File: src/sv/pfi_fifo.sv
`timescale 1ns / 1ps

// Short command queue between the front and the back.
module pfi_fifo #(
	parameter int WIDTH = 35,
	parameter int DEPTH = 2
) (
	input  logic             clk,
	input  logic             arst_n,
	input  logic             push,
	input  logic [WIDTH-1:0] push_data,
	output logic             full,
	input  logic             pop,
	output logic [WIDTH-1:0] pop_data,
	output logic             empty
);

	localparam int PTR_W = (DEPTH > 1) ? $clog2(DEPTH) : 1;
	localparam int CNT_W = $clog2(DEPTH + 1);

	logic [WIDTH-1:0] mem_q [DEPTH];
	logic [PTR_W-1:0] wr_ptr_q;
	logic [PTR_W-1:0] rd_ptr_q;
	logic [CNT_W-1:0] count_q;

	function automatic logic [PTR_W-1:0] ptr_inc(input logic [PTR_W-1:0] p);
		return (p == PTR_W'(DEPTH - 1)) ? '0 : p + 1'b1;
	endfunction

	assign full     = (count_q == CNT_W'(DEPTH));
	assign empty    = (count_q == '0);
	assign pop_data = mem_q[rd_ptr_q];

	always_ff @(posedge clk or negedge arst_n) begin
		if (!arst_n) begin
			wr_ptr_q <= '0;
			rd_ptr_q <= '0;
			count_q  <= '0;
		end else begin
			if (push) begin
				wr_ptr_q <= ptr_inc(wr_ptr_q);
			end
			if (pop) begin
				rd_ptr_q <= ptr_inc(rd_ptr_q);
			end
			if (push && !pop) begin
				count_q <= count_q + 1'b1;
			end else if (pop && !push) begin
				count_q <= count_q - 1'b1;
			end
		end
	end

	always_ff @(posedge clk) begin
		if (push) begin
			mem_q[wr_ptr_q] <= push_data;
		end
	end

`ifndef SYNTHESIS
	a_pop_nonempty: assert property (@(posedge clk) disable iff (!arst_n)
		pop |-> (count_q != '0))
		else $error("queue popped while empty");

	a_count_push: assert property (@(posedge clk) disable iff (!arst_n)
		(push && !pop) |=> (count_q == $past(count_q) + 1'b1))
		else $error("queue count did not follow a push");
`endif

endmodule

File: config.mk
export PLATFORM = sky130hd
export DESIGN_NAME = pfi_fifo
export DESIGN_NICKNAME = d
export VERILOG_FILES = /design/src/sv/pfi_fifo.sv
export SDC_FILE = /design/constraint.sdc
export NUM_CORES = 1
export LEC_CHECK = 0
export ABC_AREA = 1
export BUFFER_PORTS_ARGS = -buffer_cell sky130_fd_sc_hd__buf_2
export CAP_MARGIN = 15
export CORE_MARGIN = 2
export CORE_UTILIZATION = 56
export CTS_CLUSTER_SIZE = 14
export DETAILED_ROUTE_END_ITERATION = 10
export PLACE_DENSITY_LB_ADDON = 0.08
export SYNTH_ARGS = -nofsm -noshare
export SYNTH_HDL_FRONTEND = slang
export SYNTH_SLANG_ARGS = --single-unit
File: constraint.sdc
create_clock -name clk -period 6.6 [get_ports clk]
set_clock_uncertainty 0.1 [all_clocks]
set_input_delay 1.98 -clock clk [delete_from_list [all_inputs] [get_ports clk]]
set_output_delay 1.98 -clock clk [all_outputs]
set_load 0.005 [all_outputs]
==> impl_metrics.csv <==
group,metric,value,unit
sta,slew-limit-headroom,29.01,%
clocking,ctsHoldBuffers,0,
power,swShare,26.88,%
route,wl,4.388,mm
final_layout,nets,257,
global_routing,grt_pass1_vias,1367,
power,power.density,392.7,nW/um^2
sta,period_minus_slack,4.042,ns
critical_path,cp-end-kind,"output port",
clocking,cts_buffers,9,
floorplanning,coreArea,5042,sq um
final_layout,n_antenna_cell,0,
floorplanning,fp.dieW,75.75,microns
power,p_seq_share,52.7,%
route,dr.first_iter.drc_count,76,
global_routing,grt_max_degree,37,
clocking,clock_sinks,74,
clocking,tritoncts,"yes",
sta,tns,0,ns
final_layout,drive_above_1_share,56.56,%
clocking,postCtsResizedCells,0,
route,ant_nets,0,
sta,tightest_slew,1.065,ns
route,dr.pass1.iters,2,
synth,syn_inst,134,
synth,seq_area_frac_synth,76.39,%
power,clock_power_share,20.3,%
synth,yosysUniqueCellTypes,14,
run,max-cap-violations,0,
synth,syn_avg_cell_area,21.51,sq um
final_layout,multiInputGateArea,590.6,sq um
synth,syn_area,2883,sq um
critical_path,worst-setup-path-type,"reg -> out",
sta,rsz0062_at_grt,"no",
sta,hold_ws,0.4342,ns
route,wl_per_cell,15.08,microns
critical_path,cp-start-kind,"flop",
synth,synth_nets,174,
final_layout,n_fill_cell,338,
critical_path,cp.arrival,1.96,ns
sta,finalHoldViolations,0,
sta,max_freq,0.2474,GHz
global_routing,antenna_found_initial,0,
route,num_vias,1413,
floorplanning,die-area,5738,sq um
power,static-leakage-power,0.001426,uW
route,viasPerCell,4.856,
final_layout,areaGrowthSynthToFinish,19.36,%
clocking,cts.path.max_buffers,2,
sta,setup_viol,0,
final_layout,register_area,2203,sq um
critical_path,cp_max_fo,36,
floorplanning,die-height,75.75,microns
outcome,outcome,"finished clean",
synth,synth-seq-cells,74,
clocking,cts_setup_buffers,0,
placement,gp_congestion,0.6630,
power,combPwrFrac,26.9,%
floorplanning,io_pins,76,
placement,hpwl,2.962,mm
route,drc,0,
power,ir_worst_vdd,290.7,uV
critical_path,cp_data_required_time,4.52,ns
clocking,htreeDepth,3,
floorplanning,initial_core_util,57.17,%
global_routing,gr-total-overflow,0,
global_routing,grt_pass1_wl,6.237,mm
clocking,cts_root_buf,"clkbuf_8",
global_routing,grt.total_usage,15.86,%
floorplanning,num_rows,26,
power,p_sw,363.2,uW
sta,finalCritPeriodShare,61.25,%
power,internal-power,988.0,uW
min_path,hp-class,"reg -> reg",
placement,port_buffers,75,
clocking,clk_pin_slew,0.07,ns
sta,report.final.slew_viol_count,0,
clocking,clkLatencyLatePin,0.33,ns
synth,yosysWarnings,0,
## synth_stat cells, drive strengths merged
cell	number	area (sq um)
nor2	3	11.26
nand2	5	18.77
edfxtp	70	2102
inv	7	26.28
nand4	1	6.260
mux2	35	503.0
xnor2	1	8.760
nand3	1	5.000
buf	4	71.32
ha	1	12.51
xor2	2	17.52
dfrtp	4	100.1
## logic make-up after synthesis
family,share of synthesized area [%]
muxes,17.45
xor gates and xnor gates,0.9116
and+or+nand+nor,1.432
adders and majority gates,0.4340
buffers and inverters,3.386
DFF,76.39
## placed cells by master, fill, tap and decap left out
cell      instances
nand2_1           5
nor2_4            1
edfxtp_1         70
nand3_1           1
clkbuf_8          9
nor2_1            2
clkbuf_1          1
clkinv_2          3
xnor2_1           1
buf_4             1
dfrtp_2           1
xor2_1            2
buf_2            75
ha_1              1
mux2_2            6
inv_1             7
clkinv_1          2
nand4_1           1
dfrtp_1           3
mux2_4           29
## per-layer routing
metal / track usage, % / vias up / wire length [microns]
met5: 0 / - / 0
met4: 8.187 / 0 / 52
met3: 5.952 / 7 / 279
met2: 25.86 / 47 / 2334
met1: 18.31 / 683 / 1723
li1: - / 676 / -
## worst max-delay path: stages, from the launching register on
cell     delay, ns
dfrtp_2       1.08
mux2_2        0.42
buf_2         0.13
## cell type report
class	count	area share [%]
Clock buffer	10	3.709
Multi-Input combinational cell	49	17.16
Tap cell	70	2.545
Inverter	7	0.7636
Sequential cell	74	64.04
Clock inverter	5	0.6545
Timing Repair Buffer	76	11.13
## final timing paths
check,start,slack (ns),to,cells past startpoint
max in group asynchronous,arst_n,4.92,rd_ptr_q,1
min in group asynchronous,arst_n,1.34,count_q[0],1
worst max-delay path,rd_ptr_q,2.56,pop_data[34],2
worst min-delay path,count_q[1],0.43,count_q[1],2
worst max register to register,wr_ptr_q,4.83,mem_q[1][22],3
worst min register to register,count_q[1],0.43,count_q[1],2
## power by group through the flow
stage          clock (uW)  combinational [uW]  sequential [uW]
2_1_floorplan           0                 323              659
3_3_place_gp            0                 360              715
3_5_place_dp            0                 371              725
4_1_cts               284                 372              716
5_1_grt               305                 401              725
6_report              275                 364              712
## per-stage QoR
stage	setup slack [ns]	instances	power, uW	utilization, %	cell area [sq um]
after floorplan	2.578	134	982.0	-	2883
after detailed placement	2.880	276	1096	65.26	3291
after global placement	2.936	276	1076	65.26	3291
final	2.558	291	1351	68.24	3441
after CTS	2.510	291	1372	68.24	3441
after global routing	2.452	291	1431	68.24	3441
## flip-flops by register name (all words and copies together), names as in the netlist
register	flops
count_q	2
mem_q	70
rd_ptr_q	1
wr_ptr_q	1
No activity file was read; power rests on OpenSTA's default activity.
