[src/sv/pfi_pkg.sv]
`timescale 1ns / 1ps

package pfi_pkg;

	// Unsigned 0.53 fractions: one whole is bit 53.
	localparam logic [53:0] ONE53  = 54'h20_0000_0000_0000;
	localparam logic [53:0] HALF53 = 54'h10_0000_0000_0000;

	// SplitMix64 constants used to expand the seed into the generator words.
	localparam logic [63:0] GOLDEN = 64'h9e37_79b9_7f4a_7c15;
	localparam logic [63:0] MIX1   = 64'hbf58_476d_1ce4_e5b9;
	localparam logic [63:0] MIX2   = 64'h94d0_49bb_1331_11eb;

	// Input mode codes.
	localparam logic [1:0] MODE_BYTE  = 2'd0;
	localparam logic [1:0] MODE_READ  = 2'd1;
	localparam logic [1:0] MODE_WRITE = 2'd2;

	// Write plan verdict codes.
	localparam logic [1:0] VERDICT_PROCEED = 2'd0;
	localparam logic [1:0] VERDICT_FAIL    = 2'd1;
	localparam logic [1:0] VERDICT_SKIP    = 2'd2;

	// Configuration register indexes.
	localparam logic [2:0] REG_SEED      = 3'd0;
	localparam logic [2:0] REG_FLIP      = 3'd1;
	localparam logic [2:0] REG_SHORT     = 3'd2;
	localparam logic [2:0] REG_MIN_RATIO = 3'd3;
	localparam logic [2:0] REG_FAIL      = 3'd4;
	localparam logic [2:0] REG_LIE       = 3'd5;
	localparam logic [2:0] REG_PARTIAL   = 3'd6;

	typedef enum logic [1:0] {
		OP_BYTE  = 2'd0,
		OP_READ  = 2'd1,
		OP_WRITE = 2'd2,
		OP_NONE  = 2'd3
	} op_t;

	// Classified command header as it travels through the queue.
	typedef struct packed {
		op_t        op;
		logic [7:0] data;
		logic       fin;
	} cmd_hdr_t;

	typedef struct packed {
		logic [53:0] thr_flip;
		logic [53:0] thr_short;
		logic [53:0] min_ratio;
		logic [53:0] thr_fail;
		logic [53:0] thr_lie;
		logic [53:0] thr_part;
	} cfg_t;

	typedef struct packed {
		logic        load;
		logic [63:0] value;
	} seed_req_t;

	typedef struct packed {
		logic        start;
		logic [63:0] a;
		logic [63:0] b;
	} mul_req_t;

	typedef struct packed {
		logic         done;
		logic [127:0] prod;
	} mul_rsp_t;

	typedef logic [3:0][63:0] gen_t;

	// Clamp the low 54 bits of a written value to a 0.53 fraction no larger than one.
	function automatic logic [53:0] sat_frac(input logic [63:0] v);
		logic [53:0] f;
		f = v[53:0];
		return (f > ONE53) ? ONE53 : f;
	endfunction

	// Output scrambler of xoshiro256**: rotl(s1 * 5, 7) * 9.
	function automatic logic [63:0] xo_out(input logic [63:0] s1);
		logic [63:0] x5;
		logic [63:0] r;
		x5 = s1 + {s1[61:0], 2'b00};
		r  = {x5[56:0], x5[63:57]};
		return r + {r[60:0], 3'b000};
	endfunction

	// One state advance of xoshiro256**.
	function automatic gen_t xo_next(input gen_t s);
		gen_t        n;
		logic [63:0] t;
		t    = {s[1][46:0], 17'd0};
		n[2] = s[2] ^ s[0];
		n[3] = s[3] ^ s[1];
		n[1] = s[1] ^ n[2];
		n[0] = s[0] ^ n[3];
		n[2] = n[2] ^ t;
		n[3] = {n[3][18:0], n[3][63:19]};
		return n;
	endfunction

endpackage

[src/sv/pfi_front.sv]
`timescale 1ns / 1ps

// Front: configuration registers and classification of incoming items.
module pfi_front #(
	parameter int LENGTH_BITS = 24
) (
	input  logic                   clk,
	input  logic                   arst_n,
	input  logic                   in_valid,
	output logic                   in_ready,
	input  logic [1:0]             mode,
	input  logic [7:0]             data_byte,
	input  logic                   final_byte,
	input  logic [LENGTH_BITS-1:0] length,
	input  logic                   cfg_valid,
	output logic                   cfg_ready,
	input  logic [2:0]             cfg_index,
	input  logic [63:0]            cfg_data,
	output logic                   push,
	output logic [$bits(pfi_pkg::cmd_hdr_t)+LENGTH_BITS-1:0] push_data,
	input  logic                   full,
	output pfi_pkg::cfg_t          cfg,
	output pfi_pkg::seed_req_t     seed_req
);

	pfi_pkg::cfg_t     cfg_q;
	pfi_pkg::cmd_hdr_t hdr;
	logic              cfg_wr;

	assign cfg_ready = 1'b1;
	assign cfg_wr    = cfg_valid && cfg_ready;

	always_ff @(posedge clk or negedge arst_n) begin
		if (!arst_n) begin
			cfg_q.thr_flip  <= '0;
			cfg_q.thr_short <= '0;
			cfg_q.min_ratio <= pfi_pkg::HALF53;
			cfg_q.thr_fail  <= '0;
			cfg_q.thr_lie   <= '0;
			cfg_q.thr_part  <= '0;
		end else if (cfg_wr) begin
			case (cfg_index)
				pfi_pkg::REG_FLIP:      cfg_q.thr_flip  <= pfi_pkg::sat_frac(cfg_data);
				pfi_pkg::REG_SHORT:     cfg_q.thr_short <= pfi_pkg::sat_frac(cfg_data);
				pfi_pkg::REG_MIN_RATIO: cfg_q.min_ratio <= pfi_pkg::sat_frac(cfg_data);
				pfi_pkg::REG_FAIL:      cfg_q.thr_fail  <= pfi_pkg::sat_frac(cfg_data);
				pfi_pkg::REG_LIE:       cfg_q.thr_lie   <= pfi_pkg::sat_frac(cfg_data);
				pfi_pkg::REG_PARTIAL:   cfg_q.thr_part  <= pfi_pkg::sat_frac(cfg_data);
				default: ;
			endcase
		end
	end

	// The seed itself is not kept; a write only restarts the expansion.
	assign seed_req.load  = cfg_wr && (cfg_index == pfi_pkg::REG_SEED);
	assign seed_req.value = cfg_data;
	assign cfg            = cfg_q;

	always_comb begin
		hdr.data = data_byte;
		hdr.fin  = final_byte;
		case (mode)
			pfi_pkg::MODE_BYTE:  hdr.op = pfi_pkg::OP_BYTE;
			pfi_pkg::MODE_READ:  hdr.op = pfi_pkg::OP_READ;
			pfi_pkg::MODE_WRITE: hdr.op = pfi_pkg::OP_WRITE;
			default:             hdr.op = pfi_pkg::OP_NONE;
		endcase
	end

	assign in_ready  = !full;
	assign push      = in_valid && !full;
	assign push_data = {hdr, length};

endmodule

[config.mk]
export PLATFORM = sky130hd
export DESIGN_NAME = pfi_front
export DESIGN_NICKNAME = d
export VERILOG_FILES = /design/src/sv/pfi_pkg.sv /design/src/sv/pfi_front.sv
export SDC_FILE = /design/constraint.sdc
export NUM_CORES = 1
export LEC_CHECK = 0
export BUFFER_PORTS_ARGS = -buffer_cell sky130_fd_sc_hd__buf_2
export CAP_MARGIN = 20
export CORE_AREA = 2 2 208 210
export DETAILED_ROUTE_END_ITERATION = 12
export DIE_AREA = 0 0 210 212
export SETUP_SLACK_MARGIN = 0.1
export SYNTH_ARGS = -nofsm -noshare
export SYNTH_HDL_FRONTEND = slang
export SYNTH_SLANG_ARGS = --single-unit
[constraint.sdc]
create_clock -name clk -period 0.98 [get_ports clk]
set_clock_uncertainty 0.2 [all_clocks]
set_input_delay 0.049 -clock clk [delete_from_list [all_inputs] [get_ports clk]]
set_output_delay 0.049 -clock clk [all_outputs]
set_load 0.02 [all_outputs]
==> flow_summary.yaml <==
worst_setup_path:
  regToRegEndpoint: "cfg[303]"
  cp_slowest_cell: "dfstp_2"
  crit_type: "flip-flop to primary output"
  slowest_delay_ps: 550
  required_ps: 730
  endpoint_kind: "primary output"
  critPathTopFamily: "flip-flops"
  crit_path_max_fanout: 2
  worstRegToRegCells: 2
  r2r_start: "cfg[303]"
  cp-start-kind: "flip-flop"
  critical_path.cell_chain: "buf_6"
  reg2reg_slack_ps: -170
  cp.buffers_inverters: 1
  cp.arrival_ps: 1200
outcome:
  status: "complete, but fails checks"
  failed_checks: "negative hold slack, negative setup slack"
logic_synthesis:
  synth-compound-area-share_pct: 0
  netlist_instances: 853
  ys_seq_elements: 324
  synth_area_leader_cell: "dfrtp_1"
  synth_edf_count: 0
  synth_nets: 960
  post_synth_mux_area_share_pct: 32.6
  synthDistinctLibCells: 16
  synth_top_family_by_area: "multiplexers"
  synth_top_cell_area_share_pct: 55.3
  synthSimpleGateAreaFrac_pct: 2.91
  ys_async_sr_fraction_pct: 100
  synthAdderAreaFrac_pct: 0
  syn_area_sq_mm: 0.0146
  synth_flop_cell: "dfrtp_1"
  syn_avg_cell_area_sq_um: 17.1
  synth-xor-area-share_pct: 0
  yosysWarnings: 0
  synth-seq-area-share_pct: 55.5
  synth_area_leaders: "dfrtp_1, mux2_4, buf_4"
grt:
  grtUsageMet1_pct: 22.7
  grt_pass1_wl_mm: 63.6
  busiest_layer: "met2"
  grt_max_degree: 36
  grt_util_all_layers_pct: 18.6
  grt-ovfl-total: 0
  grt_pass1_vias: 10417
  met2_usage_pct: 33.1
  antenna_found_initial: 0
  use_met3_pct: 3.59
power_and_ir_drop:
  irDropWorstVdd_uv: 1380
  seqPwrFrac_pct: 35.9
  p_sw_w: 0.0148
  leakage_nw: 12.3
  internal-power_w: 0.0349
  power_frac_clock_pct: 27.2
  power_frac_comb_pct: 36.9
  power_density_mw_per_mm2: 2050
  swShare_pct: 29.8
detailed_routing:
  wirelength_mm: 48.8
  routed_via_density: 4.53
  drt-initial-drc-count: 415
  ant_nets: 0
  wl_per_cell_microns: 22.5
  first_pass_iters: 4
  drc: 0
  dr_total_vias: 9806
floorplan:
  start_util_pct: 34.4
  chipWidth_microns: 210
  top_level_ports: 534
  core_area_sq_mm: 0.0425
  num_rows: 76
  die_h_microns: 212
  dieArea_sq_mm: 0.0445
flow_run:
  cap_violations: 0
layout:
  areaGrowthSynthToFinish_pct: 65.6
  nets: 1702
  antennaDiodeCount: 0
  drive_above_1_share_pct: 72.9
  final_cells: 2164
  largest_register_ffs: 324
place:
  place_ws_ps: -593
  placed_cells_incl_taps: 1824
  numPortBuffers: 442
  gp_congestion: 0.763
  dp_hpwl_mm: 25.6
hold_path:
  worstHoldPathCells: 3
  worstHoldStart: "cfg_data[53]"
  worst_hold_path_type: "primary input to flip-flop"
  holdPathEnd: "cfg[323]"
clock_network:
  cts_root_buf: "clkbuf_16"
  clock_path_buffers: 3
  clk_latency_ps: 520
  numClockSinks: 324
  clkSlewWorstSetupHoldPaths_ps: 60
  cts_tree: "built"
  ctsHoldBuffers: 46
  cts-buffers-inserted: 37
  h-tree-depth: 2
sta:
  maxSlewHeadroom_pct: 53.5
  clock.fmax_mhz: 689
  setup_viol: 591
  drv_slew: 0
  rsz0062_at_grt: "true"
  setup_ws_ps: -471
  fin_crit_ps: 1450
  hold_viol_final: 344
  final.period_utilization_pct: 148
  whs_ps: -180
  worst_pin_slew_ps: 696
kinds of logic after synthesis:
logic type	count (synthesis)
mux	324
flops	324
buf+inv	143
simple gates	61
other cells	1
cells in the final DEF, fill, tap and decap left out, drive strengths merged:
master / n
dfrtp: 323
nor4b: 1
mux2: 324
and4b: 3
dfstp: 1
conb: 1
clkinv: 3
clkbuf: 70
bufinv: 2
and2b: 9
buf: 786
dlygate4sd3: 13
dlymetal6s4s: 33
nor2b: 45
and4bb: 3
inv: 1
synthesized netlist by cell type (3+ instances only):
cell and instances:
nor2b_1 45, buf_4 99, clkbuf_1 6, mux2_4 300, dfrtp_1 323, and4b_1 3, mux2_2 24, buf_6 21
and2b_1 9, buf_12 15, and4bb_1 3
power by group through the flow:
| stage | Sequential, W | Clock, W | Combinational [W] |
|---|---|---|---|
| floorplan | 0.0200 | 0 | 0.00442 |
| global placement | 0.0173 | 0 | 0.0115 |
| detailed placement | 0.0173 | 0 | 0.0116 |
| CTS | 0.0175 | 0.0138 | 0.0168 |
| global route | 0.0181 | 0.0144 | 0.0191 |
| finish | 0.0179 | 0.0135 | 0.0184 |
worst max-delay path by stage:
stage,startpoint,endpoint,slack (ps),cells past startpoint
after floorplan,cfg_index[1],cfg[111],-260,4
after global placement,cfg_index[2],cfg[271],-570,4
after detailed placement,cfg_index[2],cfg[272],-590,4
after CTS,cfg[214],cfg[214],-500,1
after global routing,cfg[228],cfg[228],-510,2
final,cfg[214],cfg[214],-470,1
through the flow:
stage / hold WS [ps] / power (W) / area, sq um / TNS, ps / utilization (%)
2_1_floorplan: -447 / 0.0244 / 14700 / -80700 / -
5_1_grt: -206 / 0.0516 / 24200 / -160110 / 57.0
4_1_cts: -188 / 0.0481 / 22600 / -145710 / 53.2
3_3_place_gp: -187 / 0.0287 / 17500 / -165320 / 41.2
6_report: -180 / 0.0497 / 24200 / -142150 / 57.0
3_5_place_dp: -187 / 0.0289 / 17500 / -172570 / 41.2
cell type report:
class,instances,area (sq um)
clock buffers,57,1070
well taps,546,683
multi-input cells,386,5290
flip-flops and latches,324,8110
fillers,3167,18300
repair buffers,845,8990
inverters,1,3.75
clock inverters,5,75.1
per-layer routing:
metal	routed length [microns]	part of all wire, %
met1	19800	41
met2	25300	52
met3	2450	5.0
met4	1250	2.6
met5	0	0
repair_timing:
action / CTS / global route
cloned: 0 / 17
hold endpoints to repair: 692 / 358
gates resized for setup: 714 / 226
endpoints found under the setup margin: 650 / 708
buffers inserted: 163 / 111
pin swaps: 0 / 4
No activity file was read; power rests on OpenSTA's default activity.
